**src/hw/rtl/pfdma_pkg.sv**
```systemverilog
// ----------------------------------------------------------------------------
// pfdma_pkg
// Shared widths, register indexes, conversion constants and the request and
// result types of the serial divider for the pressure frame decoder.
// ----------------------------------------------------------------------------
package pfdma_pkg;

  // Field widths.
  localparam int FRAME_W  = 32;
  localparam int STATUS_W = 2;
  localparam int COUNT_W  = 14;
  localparam int TRAW_W   = 11;
  localparam int FS_W     = 16;
  localparam int TEMP_W   = 12;
  localparam int PRESS_W  = 16;
  localparam int CFG_IDX_W = 2;
  localparam int CFG_DATA_W = 16;

  // Temperature conversion: floor(raw * 2000 / 2047) - 500.
  localparam int TPROD_W = 22;
  localparam logic [TPROD_W-1:0] TEMP_GAIN   = 22'd2000;
  localparam logic [TRAW_W:0]    TEMP_DIV    = 12'd2047;
  localparam logic [TEMP_W-1:0]  TEMP_OFFSET = 12'd500;

  // Pressure conversion: count offset times 1000 times full scale.
  localparam int SCALED_W = 24;
  localparam logic [SCALED_W-1:0] PRESS_GAIN = 24'd1000;

  // Divider datapath: 40-bit dividend, 14-bit divisor, 17-bit quotient with a
  // sticky overflow flag for anything that no longer fits.
  localparam int NUM_W   = 40;
  localparam int DEN_W   = 14;
  localparam int QUO_W   = 17;
  localparam int DCNT_W  = 6;
  localparam logic [QUO_W:0] PRESS_OFFSET = 18'd1000;

  // Configuration register indexes and reset values.
  localparam logic [CFG_IDX_W-1:0] REG_ZERO_COUNT = 2'd0;
  localparam logic [CFG_IDX_W-1:0] REG_TOP_COUNT  = 2'd1;
  localparam logic [CFG_IDX_W-1:0] REG_FULL_SCALE = 2'd2;
  localparam logic [COUNT_W-1:0]   ZERO_COUNT_RST = 14'd1638;
  localparam logic [COUNT_W-1:0]   TOP_COUNT_RST  = 14'd14745;
  localparam logic [FS_W-1:0]      FULL_SCALE_RST = 16'd10;

  // Divider request.
  typedef struct packed {
    logic             start;
    logic [NUM_W-1:0] numer;
    logic [DEN_W-1:0] denom;
  } div_req_t;

  // Divider result, valid while done is high.
  typedef struct packed {
    logic             done;
    logic             ovf;
    logic [QUO_W-1:0] quot;
  } div_res_t;

endpackage

```
**src/hw/rtl/pressure_frame_decode_moving_average.sv**
```systemverilog
// ----------------------------------------------------------------------------
// pressure_frame_decode_moving_average
// Decodes 4-byte pressure sensor frames, converts temperature and pressure,
// and keeps a moving-average window that a read returns and clears.
// ----------------------------------------------------------------------------
// The block works on one item at a time; in_ready is high while it is idle,
// and a finished result waits in the output register without holding up the
// next transfer. A sample whose status is not zero, or taken while top_count
// does not exceed zero_count, goes straight to the finish state without touching
// the window. A stored sample runs the bit-serial multiply by full_scale, the
// radix-2 divide by the span (one quotient bit per cycle over a 40-bit
// dividend), then the window write and the read of the entry that leaves the
// sum; a count at or below zero_count skips the multiply and the divide. A
// read uses the same divider, working through sum_r / WINDOW_SIZE. Reset
// clears the window at once through one valid flag per entry.
module pressure_frame_decode_moving_average #(
  parameter int WINDOW_SIZE = 16
) (
  input  logic                                clk,
  input  logic                                rst_n,
  // Configuration writes.
  input  logic                                cfg_valid,
  output logic                                cfg_ready,
  input  logic [pfdma_pkg::CFG_IDX_W-1:0]     cfg_index,
  input  logic [pfdma_pkg::CFG_DATA_W-1:0]    cfg_data,
  // Input items.
  input  logic                                in_valid,
  output logic                                in_ready,
  input  logic                                in_op,
  input  logic [pfdma_pkg::FRAME_W-1:0]       in_sensor_frame,
  // Result items.
  output logic                                out_valid,
  input  logic                                out_ready,
  output logic [pfdma_pkg::PRESS_W-1:0]       out_average_pressure,
  output logic signed [pfdma_pkg::TEMP_W-1:0] out_temperature_tenths,
  output logic [pfdma_pkg::STATUS_W-1:0]      out_sensor_status,
  output logic                                out_sample_stored
);

  localparam int IDX_W = $clog2(WINDOW_SIZE);
  localparam int SUM_W = pfdma_pkg::PRESS_W + IDX_W;
  localparam int MCNT_W = $clog2(pfdma_pkg::FS_W);

  // Sequencer state codes.
  localparam logic [2:0] S_IDLE     = 3'd0;
  localparam logic [2:0] S_MUL      = 3'd1;
  localparam logic [2:0] S_DIV_GO   = 3'd2;
  localparam logic [2:0] S_DIV_WAIT = 3'd3;
  localparam logic [2:0] S_WR       = 3'd4;
  localparam logic [2:0] S_SUB      = 3'd5;
  localparam logic [2:0] S_FIN      = 3'd6;

  logic [2:0]                          state_r, state_nxt;

  // Configuration registers.
  logic [pfdma_pkg::COUNT_W-1:0]       zero_count_r;
  logic [pfdma_pkg::COUNT_W-1:0]       top_count_r;
  logic [pfdma_pkg::FS_W-1:0]          full_scale_r;

  // Item state.
  logic                                op_r, op_nxt;
  logic                                stored_r, stored_nxt;
  logic [pfdma_pkg::PRESS_W-1:0]       avg_r, avg_nxt;
  logic [pfdma_pkg::PRESS_W-1:0]       press_r, press_nxt;
  logic [pfdma_pkg::DEN_W-1:0]         span_r, span_nxt;
  logic signed [pfdma_pkg::TEMP_W-1:0] last_temp_r, last_temp_nxt;
  logic [pfdma_pkg::STATUS_W-1:0]      last_status_r, last_status_nxt;

  // Serial multiplier.
  logic [pfdma_pkg::NUM_W-1:0]         acc_r, acc_nxt;
  logic [pfdma_pkg::NUM_W-1:0]         mcand_r, mcand_nxt;
  logic [pfdma_pkg::FS_W-1:0]          mplr_r, mplr_nxt;
  logic [MCNT_W-1:0]                   mcnt_r, mcnt_nxt;

  // Window.
  logic [pfdma_pkg::PRESS_W-1:0]       win_mem [WINDOW_SIZE];
  logic [WINDOW_SIZE-1:0]              win_vld_r, win_vld_nxt;
  logic [IDX_W-1:0]                    idx_r, idx_nxt;
  logic [IDX_W-1:0]                    idx_inc;
  logic [SUM_W-1:0]                    sum_r, sum_nxt;
  logic [pfdma_pkg::PRESS_W-1:0]       rd_data_r;
  logic                                rd_vld_r;
  logic                                win_we;

  // Output register.
  logic                                out_valid_r, out_valid_nxt;
  logic [pfdma_pkg::PRESS_W-1:0]       out_avg_r, out_avg_nxt;
  logic signed [pfdma_pkg::TEMP_W-1:0] out_temp_r, out_temp_nxt;
  logic [pfdma_pkg::STATUS_W-1:0]      out_status_r, out_status_nxt;
  logic                                out_stored_r, out_stored_nxt;

  // Frame fields and conversions.
  logic [pfdma_pkg::STATUS_W-1:0]      f_status;
  logic [pfdma_pkg::COUNT_W-1:0]       f_count;
  logic [pfdma_pkg::TRAW_W-1:0]        f_traw;
  logic [pfdma_pkg::TPROD_W-1:0]       t_prod;
  logic [pfdma_pkg::TRAW_W-1:0]        t_q0;
  logic [pfdma_pkg::TRAW_W:0]          t_rem;
  logic [pfdma_pkg::TRAW_W:0]          t_quot;
  logic [pfdma_pkg::TEMP_W-1:0]        t_tenths;
  logic [pfdma_pkg::COUNT_W-1:0]       c_diff;
  logic [pfdma_pkg::SCALED_W-1:0]      c_scaled;
  logic [pfdma_pkg::QUO_W:0]           p_diff;

  pfdma_pkg::div_req_t                 div_req;
  pfdma_pkg::div_res_t                 div_res;

  logic                                in_xfer;
  logic                                out_free;

  assign in_xfer  = in_valid & in_ready;
  assign out_free = !out_valid_r || out_ready;

  // Frame split: status in the top two bits, then the pressure count, then
  // the temperature count in the third byte and the top of the fourth.
  assign f_status = in_sensor_frame[31:30];
  assign f_count  = in_sensor_frame[29:16];
  assign f_traw   = in_sensor_frame[15:5];

  // Temperature: divide by 2047 as a shift by 11 plus one correction step,
  // since the remainder estimate stays below twice the divisor.
  assign t_prod   = pfdma_pkg::TPROD_W'(f_traw) * pfdma_pkg::TEMP_GAIN;
  assign t_q0     = t_prod[pfdma_pkg::TPROD_W-1:pfdma_pkg::TRAW_W];
  assign t_rem    = {1'b0, t_prod[pfdma_pkg::TRAW_W-1:0]} + {1'b0, t_q0};
  assign t_quot   = {1'b0, t_q0} + {{pfdma_pkg::TRAW_W{1'b0}},
                                    (t_rem >= pfdma_pkg::TEMP_DIV)};
  assign t_tenths = t_quot - pfdma_pkg::TEMP_OFFSET;

  // Pressure count above zero, scaled by the fixed gain.
  assign c_diff   = f_count - zero_count_r;
  assign c_scaled = pfdma_pkg::SCALED_W'(c_diff) * pfdma_pkg::PRESS_GAIN;

  // Quotient less the offset; below zero or past 16 bits saturates.
  assign p_diff   = {1'b0, div_res.quot} - pfdma_pkg::PRESS_OFFSET;

  // Ring index after the current one.
  assign idx_inc  = (idx_r == IDX_W'(WINDOW_SIZE - 1)) ? '0 : idx_r + 1'b1;

  // Divider operands: the window sum on reads, the scaled count on samples.
  assign div_req.start = (state_r == S_DIV_GO);
  assign div_req.numer = op_r ? pfdma_pkg::NUM_W'(sum_r) : acc_r;
  assign div_req.denom = op_r ? pfdma_pkg::DEN_W'(WINDOW_SIZE) : span_r;

  pfdma_div u_div (
    .clk   (clk),
    .rst_n (rst_n),
    .req   (div_req),
    .res   (div_res)
  );

  // Sequencer and datapath next state.
  always_comb begin
    state_nxt       = state_r;
    op_nxt          = op_r;
    stored_nxt      = stored_r;
    avg_nxt         = avg_r;
    press_nxt       = press_r;
    span_nxt        = span_r;
    last_temp_nxt   = last_temp_r;
    last_status_nxt = last_status_r;
    acc_nxt         = acc_r;
    mcand_nxt       = mcand_r;
    mplr_nxt        = mplr_r;
    mcnt_nxt        = mcnt_r;
    win_vld_nxt     = win_vld_r;
    idx_nxt         = idx_r;
    sum_nxt         = sum_r;
    win_we          = 1'b0;
    out_valid_nxt   = out_valid_r & ~out_ready;
    out_avg_nxt     = out_avg_r;
    out_temp_nxt    = out_temp_r;
    out_status_nxt  = out_status_r;
    out_stored_nxt  = out_stored_r;

    unique case (state_r)
      S_IDLE: begin
        if (in_xfer) begin
          op_nxt     = in_op;
          stored_nxt = 1'b0;
          avg_nxt    = '0;
          span_nxt   = top_count_r - zero_count_r;
          acc_nxt    = '0;
          mcand_nxt  = pfdma_pkg::NUM_W'(c_scaled);
          mplr_nxt   = full_scale_r;
          mcnt_nxt   = '0;
          press_nxt  = '0;
          if (in_op) begin
            state_nxt = S_DIV_GO;
          end else begin
            last_temp_nxt   = t_tenths;
            last_status_nxt = f_status;
            if (f_status != '0 || top_count_r <= zero_count_r) begin
              state_nxt = S_FIN;
            end else if (f_count <= zero_count_r) begin
              // Count at or below zero pressure saturates to zero.
              state_nxt = S_WR;
            end else begin
              state_nxt = S_MUL;
            end
          end
        end
      end

      // Shift-add multiply by full_scale, one multiplier bit per cycle.
      S_MUL: begin
        acc_nxt   = acc_r + (mplr_r[0] ? mcand_r : '0);
        mcand_nxt = {mcand_r[pfdma_pkg::NUM_W-2:0], 1'b0};
        mplr_nxt  = {1'b0, mplr_r[pfdma_pkg::FS_W-1:1]};
        mcnt_nxt  = mcnt_r + 1'b1;
        if (mcnt_r == MCNT_W'(pfdma_pkg::FS_W - 1)) begin
          state_nxt = S_DIV_GO;
        end
      end

      S_DIV_GO: begin
        state_nxt = S_DIV_WAIT;
      end

      S_DIV_WAIT: begin
        if (div_res.done) begin
          if (op_r) begin
            // Read: return the average and clear the window.
            avg_nxt     = div_res.quot[pfdma_pkg::PRESS_W-1:0];
            sum_nxt     = '0;
            win_vld_nxt = '0;
            state_nxt   = S_FIN;
          end else begin
            // A quotient past the divider width is always above the top.
            if (div_res.ovf) begin
              press_nxt = '1;
            end else if (p_diff[pfdma_pkg::QUO_W]) begin
              press_nxt = '0;
            end else if (p_diff[pfdma_pkg::PRESS_W]) begin
              press_nxt = '1;
            end else begin
              press_nxt = p_diff[pfdma_pkg::PRESS_W-1:0];
            end
            state_nxt = S_WR;
          end
        end
      end

      // Enter the sample, advance the index and fetch the entry there.
      S_WR: begin
        win_we             = 1'b1;
        win_vld_nxt[idx_r] = 1'b1;
        sum_nxt            = sum_r + SUM_W'(press_r);
        idx_nxt            = idx_inc;
        stored_nxt         = 1'b1;
        state_nxt          = S_SUB;
      end

      // Drop the entry at the new index from the sum.
      S_SUB: begin
        sum_nxt   = sum_r - (rd_vld_r ? SUM_W'(rd_data_r) : '0);
        state_nxt = S_FIN;
      end

      S_FIN: begin
        if (out_free) begin
          out_valid_nxt  = 1'b1;
          out_avg_nxt    = avg_r;
          out_temp_nxt   = last_temp_r;
          out_status_nxt = last_status_r;
          out_stored_nxt = stored_r;
          state_nxt      = S_IDLE;
        end
      end

      default: begin
        state_nxt = S_IDLE;
      end
    endcase
  end

  // Control state and window bookkeeping.
  always_ff @(posedge clk) begin
    if (!rst_n) begin
      state_r       <= S_IDLE;
      out_valid_r   <= 1'b0;
      win_vld_r     <= '0;
      idx_r         <= '0;
      sum_r         <= '0;
      last_temp_r   <= '0;
      last_status_r <= '0;
      zero_count_r  <= pfdma_pkg::ZERO_COUNT_RST;
      top_count_r   <= pfdma_pkg::TOP_COUNT_RST;
      full_scale_r  <= pfdma_pkg::FULL_SCALE_RST;
    end else begin
      state_r       <= state_nxt;
      out_valid_r   <= out_valid_nxt;
      win_vld_r     <= win_vld_nxt;
      idx_r         <= idx_nxt;
      sum_r         <= sum_nxt;
      last_temp_r   <= last_temp_nxt;
      last_status_r <= last_status_nxt;
      // Configuration writes; indexes past the list are ignored.
      if (cfg_valid) begin
        unique case (cfg_index)
          pfdma_pkg::REG_ZERO_COUNT: zero_count_r <= cfg_data[pfdma_pkg::COUNT_W-1:0];
          pfdma_pkg::REG_TOP_COUNT:  top_count_r  <= cfg_data[pfdma_pkg::COUNT_W-1:0];
          pfdma_pkg::REG_FULL_SCALE: full_scale_r <= cfg_data;
          default: begin
          end
        endcase
      end
    end
  end

  // Payload registers.
  always_ff @(posedge clk) begin
    op_r         <= op_nxt;
    stored_r     <= stored_nxt;
    avg_r        <= avg_nxt;
    press_r      <= press_nxt;
    span_r       <= span_nxt;
    acc_r        <= acc_nxt;
    mcand_r      <= mcand_nxt;
    mplr_r       <= mplr_nxt;
    mcnt_r       <= mcnt_nxt;
    out_avg_r    <= out_avg_nxt;
    out_temp_r   <= out_temp_nxt;
    out_status_r <= out_status_nxt;
    out_stored_r <= out_stored_nxt;
  end

  // Window memory: one write port, one registered read at the next index.
  always_ff @(posedge clk) begin
    if (win_we) begin
      win_mem[idx_r] <= press_r;
    end
    rd_data_r <= win_mem[idx_inc];
    rd_vld_r  <= win_vld_r[idx_inc];
  end

  assign cfg_ready              = 1'b1;
  assign in_ready               = (state_r == S_IDLE);
  assign out_valid              = out_valid_r;
  assign out_average_pressure   = out_avg_r;
  assign out_temperature_tenths = out_temp_r;
  assign out_sensor_status      = out_status_r;
  assign out_sample_stored      = out_stored_r;

endmodule

```
**src/hw/rtl/pfdma_div.sv**
```systemverilog
// ----------------------------------------------------------------------------
// pfdma_div
// Restoring radix-2 divider: one quotient bit per cycle over the full dividend
// width. The quotient keeps its low bits and flags any bit shifted off the top.
// ----------------------------------------------------------------------------
module pfdma_div (
  input  logic                clk,
  input  logic                rst_n,
  input  pfdma_pkg::div_req_t req,
  output pfdma_pkg::div_res_t res
);

  logic                            busy_r, busy_nxt;
  logic                            done_r, done_nxt;
  logic [pfdma_pkg::DCNT_W-1:0]    cnt_r, cnt_nxt;
  logic [pfdma_pkg::NUM_W-1:0]     num_r, num_nxt;
  logic [pfdma_pkg::DEN_W-1:0]     den_r, den_nxt;
  logic [pfdma_pkg::DEN_W-1:0]     rem_r, rem_nxt;
  logic [pfdma_pkg::QUO_W-1:0]     quot_r, quot_nxt;
  logic                            ovf_r, ovf_nxt;
  logic [pfdma_pkg::DEN_W:0]       trial;
  logic [pfdma_pkg::DEN_W:0]       diff;

  // One restoring step: bring down the next dividend bit and try the divisor.
  assign trial = {rem_r, num_r[pfdma_pkg::NUM_W-1]};
  assign diff  = trial - {1'b0, den_r};

  always_comb begin
    busy_nxt = busy_r;
    done_nxt = 1'b0;
    cnt_nxt  = cnt_r;
    num_nxt  = num_r;
    den_nxt  = den_r;
    rem_nxt  = rem_r;
    quot_nxt = quot_r;
    ovf_nxt  = ovf_r;
    if (req.start) begin
      busy_nxt = 1'b1;
      cnt_nxt  = '0;
      num_nxt  = req.numer;
      den_nxt  = req.denom;
      rem_nxt  = '0;
      quot_nxt = '0;
      ovf_nxt  = 1'b0;
    end else if (busy_r) begin
      num_nxt  = {num_r[pfdma_pkg::NUM_W-2:0], 1'b0};
      ovf_nxt  = ovf_r | quot_r[pfdma_pkg::QUO_W-1];
      if (!diff[pfdma_pkg::DEN_W]) begin
        rem_nxt  = diff[pfdma_pkg::DEN_W-1:0];
        quot_nxt = {quot_r[pfdma_pkg::QUO_W-2:0], 1'b1};
      end else begin
        rem_nxt  = trial[pfdma_pkg::DEN_W-1:0];
        quot_nxt = {quot_r[pfdma_pkg::QUO_W-2:0], 1'b0};
      end
      cnt_nxt = cnt_r + 1'b1;
      if (cnt_r == pfdma_pkg::DCNT_W'(pfdma_pkg::NUM_W - 1)) begin
        busy_nxt = 1'b0;
        done_nxt = 1'b1;
      end
    end
  end

  // Control state.
  always_ff @(posedge clk) begin
    if (!rst_n) begin
      busy_r <= 1'b0;
      done_r <= 1'b0;
    end else begin
      busy_r <= busy_nxt;
      done_r <= done_nxt;
    end
  end

  // Datapath registers.
  always_ff @(posedge clk) begin
    cnt_r  <= cnt_nxt;
    num_r  <= num_nxt;
    den_r  <= den_nxt;
    rem_r  <= rem_nxt;
    quot_r <= quot_nxt;
    ovf_r  <= ovf_nxt;
  end

  assign res.done = done_r;
  assign res.ovf  = ovf_r;
  assign res.quot = quot_r;

endmodule
```
**config.mk**
```make
export PLATFORM = sky130hd
export DESIGN_NAME = pressure_frame_decode_moving_average
export DESIGN_NICKNAME = d
export VERILOG_FILES = /design/src/hw/rtl/pfdma_pkg.sv /design/src/hw/rtl/pressure_frame_decode_moving_average.sv /design/src/hw/rtl/pfdma_div.sv
export SDC_FILE = /design/constraint.sdc
export NUM_CORES = 1
export LEC_CHECK = 0
export BUFFER_PORTS_ARGS = -buffer_cell sky130_fd_sc_hd__buf_2
export CAP_MARGIN = 15
export CORE_ASPECT_RATIO = 0.5
export CORE_MARGIN = 1.5
export CORE_UTILIZATION = 40
export CTS_CLUSTER_SIZE = 8
export DETAILED_ROUTE_END_ITERATION = 16
export SYNTH_ARGS = -nofsm -noshare
export SYNTH_HDL_FRONTEND = slang
export SYNTH_SLANG_ARGS = --single-unit
```
**constraint.sdc**
```tcl
create_clock -name clk -period 24.3 [get_ports clk]
set_input_delay 6.075 -clock clk [delete_from_list [all_inputs] [get_ports clk]]
set_output_delay 6.075 -clock clk [all_outputs]
set_load 0.1 [all_outputs]
```
Word-level counts from Yosys, hierarchy flattened. Memories as Yosys holds them, arrays and structs flattened. A register that Yosys moved wholly into a read port is not among the register bits. Index checks and enable logic that the tools add are counted. W data, S select, Z words.

Memories: 1. RAM bits: 256. Bits of input ports: 56. Register bits after elaboration: 376. Word-level logic and storage cells: 162. Output and inout port bits: 34.

Equal/unequal tests: 17. Multiply operators: 2. Add/sub/neg operators: 13. Bitwise logic cells: 8. Magnitude comparators: 6. Reduce and logical (&&, ||, !) cells: 27. Mux-type cells: 56.

Memories: win_mem (depth 16, bits a word 16, read ports 1, clocked after memory_dff 1, write ports 1, line pressure_frame_decode_moving_average.sv:76) `logic [pfdma_pkg::PRESS_W-1:0] win_mem [WINDOW_SIZE];`.

Operators by type and width (number): $mux W40 (6); $mux W16 (12); $pmux W40 S2 (2); $pmux W16 S2 (4); $pmux W20 S3 (1); $add A40 B40 Y40 (1); $mux W20 (2); $le A14 B14 Y1 (2); $sub A14 B14 Y14 (2); $mul A14 B7 Y21 const B (1); $mux W3 (7); $pmux W3 S7 (1); $add A20 B16 Y20 (1); $sub A20 B16 Y20 (1); $mul A11 B7 Y18 const B (1); $sub A17 B10 Y18 const B (1); $or A16 B16 Y16 (1); $sub A15 B14 Y15 (1); $mux W14 (1); $reduce_and A2 Y1 (7); $mux W1 (13); $add A11 B1 Y12 (1); $add A11 B11 Y12 (1); $ge A12 B11 Y1 const B (1); other kinds (33) (58).

Logic depth before layout (Yosys ltp).
Depth after elaboration: 7. Gate-level depth with buffers: 29. Gate-level depth less buffers: 29.

Hierarchy. Synthesis repeated with hierarchy kept, for this count alone.

Cells, all modules: 2862. Area total of the unflattened synthesis: 34307.9 um^2.

By module, submodules not included: pressure_frame_decode_moving_average (instances 1, seq. area each 15264.6 um^2, cells each 2497, area an instance 29907.4 um^2); pfdma_div (instances 1, seq. area each 2422.3 um^2, cells each 365, area an instance 4400.5 um^2).

Least setup slack after synthesis. OpenSTA, ideal clock, no wires.

Path kind: in2reg. Start point: input in_sensor_frame[9] (netlist bit). End point: register last_temp_r[6] (netlist bit). Library setup time: 86 ps. Slack: 11791 ps. Stages on the path: 29. Path buffers: 0. Data required time: 24214 ps. Arrival time: 12424 ps. Cell sequence: inv_1 > fa_1 > fa_1 > inv_1 > fa_1 > inv_1 > fa_1 > inv_1 > ha_1 > or3_4 > o22a_1 > a31o_1 > a21oi_2 > xnor2_1 > ha_1 > a21o_1 > a21oi_1 > nor2b_1 > o21a_1 > o21ai_0 > nand2b_1 > a21oi_1 > o21ai_0 > ha_1 > ha_1 > or3_1 > and3_2 > xnor2_1 > a211oi_1.

Word-level cells in the longest chain between the ends: 5.

Ends and longest elaborated chain: from (decl) (line pressure_frame_decode_moving_average.sv:30) `input logic [pfdma_pkg::FRAME_W-1:0] in_sensor_frame,`; $mul A11 B7 Y18 * (line pressure_frame_decode_moving_average.sv:122) `assign t_prod = pfdma_pkg::TPROD_W'(f_traw) * pfdma_pkg::TEMP_GAIN;`; $add A11 B11 Y12 (line pressure_frame_decode_moving_average.sv:124) `assign t_rem = {1'b0, t_prod[pfdma_pkg::TRAW_W-1:0]} + {1'b0, t_q0};`; $ge A12 B11 Y1 (line pressure_frame_decode_moving_average.sv:126) `(t_rem >= pfdma_pkg::TEMP_DIV)};`; $add A11 B1 Y12 * (line pressure_frame_decode_moving_average.sv:125) `assign t_quot = {1'b0, t_q0} + {{pfdma_pkg::TRAW_W{1'b0}},`; $sub A12 B9 Y12 * (line pressure_frame_decode_moving_average.sv:127) `assign t_tenths = t_quot - pfdma_pkg::TEMP_OFFSET;`; to (signal assigned) (line pressure_frame_decode_moving_average.sv:295) `last_temp_r <= last_temp_nxt;`; to (decl) (line pressure_frame_decode_moving_average.sv:66) `logic signed [pfdma_pkg::TEMP_W-1:0] last_temp_r, last_temp_nxt;`.

Every way passes the cells marked *; elsewhere a longest branch is shown, timed or not. A chain may end at the register's enable or synchronous reset.

Worst setup path after layout.
Start point: input in_sensor_frame[10] (netlist bit). End point: register last_temp_r[6] (netlist bit).

Same word-level chain as after synthesis.

==> impl_metrics.yaml <==
status:
  status: "complete, no violations"
global_route:
  grt_max_degree: 83
  grt.overflow.total: 0
  grt_pass1_vias: 21600
  antenna_found_initial: 1
  grt_use_total_pct: 17.1
  grt_pass1_wl_um: 118000
critical_path:
  reg2reg_slack_ps: 17530
  critPathSlowestCell: "fa_1"
  critPathLaunchType: "input pin"
  rr_worst_depth: 24
  cp_data_required_time_ps: 24840
  path_class: "in -> reg"
  cp-end-kind: "flip-flop"
  cp.arrival_ps: 13130
  cp_max_fo: 5
  max_stage_delay_ps: 540
clock_network:
  cts.sinks: 642
  clock_tree.buffer_depth: 3
  clkTransAtPathRegs_ps: 50
  cts_resized: 0
  hold_buffers: 0
  cts_tree: "built"
  clk_latency_ps: 650
  cts_setup_buffers: 0
  htreeDepth: 3
  numCtsBuffers: 90
  root_buffer: "clkbuf_16"
floorplanning:
  die-area_um2: 87000
  pin_count: 90
  core_area_um2: 84100
  die_y_um: 209
  start_util_pct: 40.5
  rows: 75
  dieWidth_um: 416
sta:
  layout_min_cycle_time_ps: 12590
  report.final.slew_viol_count: 0
  setup_viol: 0
  fin_tns_setup_ps: 0
  max_freq_ghz: 0.0794
  tightest_slew_ps: 1100
  fin_skew_ps: 41.7
  slew_headroom_pct: 26.7
  rsz0062_at_grt: "no"
  min_period_over_period_pct: 51.8
  worst_slack_ps: 11710
  hold_viol_final: 0
route:
  num_vias: 21800
  drt-initial-drc-count: 1307
  first_pass_iters: 5
  finalWirelength_um: 74600
  wl_per_cell_um: 17.9
  drc: 0
  antenna_left: 0
  viasPerCell: 5.22
placement:
  dp_slack_ps: 11040
  globalplace.congestion: 0.857
  numPortBuffers: 83
  hpwl_um: 50600
yosys:
  yosysSeqAreaShare_pct: 51.9
  synth_top_area_share_pct: 42.6
  synth_edf_count: 483
  ys.flop_type: "edfxtp_1"
  syn-num-nets: 3241
  synthTopCellsByArea: "edfxtp_1, dfxtp_1, ha_1, mux4_2, fa_1"
  yosysUniqueCellTypes: 81
  yosys_warnings: 0
  avgSynthCellArea_um2: 11.8
  synth_area_um2: 34100
  synth_seq_cells: 642
  yosysTopAreaCell: "edfxtp_1"
  async_flop_share_pct: 0
  synth_cells: 2894
hold_path:
  holdPathStages: 0
  min_path_type: "reg -> reg"
pwr:
  powerDensity_nw_per_um2: 144
  p_leak_nw: 14.9
  irDropWorstVdd_mv: 0.118
finish:
  nets: 3334
  final_util_pct: 45.8
  synthToLayoutAreaGrowth_pct: 13.0
  drive_above_1_share_pct: 11.5
  n_antenna_cell: 0
job:
  maxCapViolations: 0
[report_power, final]
part | switching [mW] | internal, mW | total [mW] | leakage [nW]
combinational | 1.51 | 1.12 | 2.63 | 7.88
sequential | 0.157 | 1.56 | 1.72 | 5.79
clock | 0.469 | 0.717 | 1.19 | 1.28
total | 2.13 | 3.40 | 5.53 | 14.9
[registers in the layout, summed over array words and instances, names as in the netlist, 17 cells and up]
| name | count |
|---|---|
| u_div.num_r | 40 |
| sum_r | 20 |
| mcand_r | 37 |
| u_div.quot_r | 17 |
| win_mem | 256 |
| acc_r | 37 |
[final timing paths]
check | startpoint | to
hold / removal | avg_r[5]$_SDFFCE_PN0P_ | out_average_pressure[5]$_DFFE_PP_
hold reg to reg | avg_r[5]$_SDFFCE_PN0P_ | out_average_pressure[5]$_DFFE_PP_
setup / recovery | in_sensor_frame[10] | last_temp_r[6]$_SDFFE_PN0P_
setup reg to reg | zero_count_r[0]$_SDFFE_PN0P_ | mcand_r[22]$_DFFE_PP_
[cells in the final DEF, fill, tap and decap left out, drive strengths merged, types with 31 or more instances in the layout]
master and n:
nand2 310, mux2i 47, and3 31, fa 86, xnor2 85, mux4 85
edfxtp 483, buf 119, clkbuf 156, a21oi 183, nor2b 37, nand3 52
xor2 65, ha 205, o21ai 90, inv 192, a21o 51, nor3 35
nor2 232, and2 57, dfxtp 159, a31oi 48
[metal layers]
metal	part of all wire [%]	vias up	global-route usage, %	routed length, µm
li1	-	10600	-	-
met1	46	10600	23.5	34500
met2	47	457	28.1	35400
met3	4.4	95	2.83	3260
met4	1.9	2	4.47	1410
met5	0.017	-	0	13
[cells in the mapped netlist (35+ instances only)]
cell,n
xnor2_1,85
xor2_1,65
nor2_1,232
nor3_1,35
clkbuf_1,95
a21oi_1,182
inv_1,190
and2_1,57
a21o_1,51
ha_1,205
edfxtp_1,483
fa_1,86
mux2i_1,47
mux4_2,85
o21ai_0,88
a31oi_1,48
nor2b_1,37
nand3_1,52
nand2_1,310
dfxtp_1,159
[metrics by stage]
step	total power, mW	hold slack, ps	cell area [µm²]	std cells
6_report	5.53	416	38500	4174
3_5_place_dp	4.37	405	35800	4010
2_1_floorplan	3.79	400	34100	2894
3_3_place_gp	4.33	404	35800	4010
5_1_grt	5.99	421	38500	4174
4_1_cts	5.59	416	38500	4173
[worst max-delay path, delay by kind of cell]
| kind | cells | cell delay (ps) |
|---|---|---|
| compound gates | 10 | 1830 |
| xor+xnor | 2 | 430 |
| fa+ha+maj | 8 | 3050 |
| buf+inv | 5 | 460 |
| simple gates | 5 | 1280 |
[area by class of cell]
type | count | area [µm²]
tap | 1116 | 1400
clock inverter | 7 | 179
clock buffer | 156 | 2530
multi-input combinational | 1943 | 15300
fill | 7593 | 45600
timing repair buffer | 119 | 689
sequential | 642 | 17700
inverter | 191 | 718
[logic make-up after synthesis]
family	Yosys count	share of synthesized area, %
AO/OA/AOI/OAI	499	9.07
XOR/XNOR	150	3.86
adder cells (fa/ha/maj)	291	12.6
buffers and inverters	309	3.53
flip-flops	642	51.9
multiplexers	134	7.07
other	1	0.0110
AND/OR/NAND/NOR	868	11.9
Note: power is estimated with default switching activity, not from simulation.
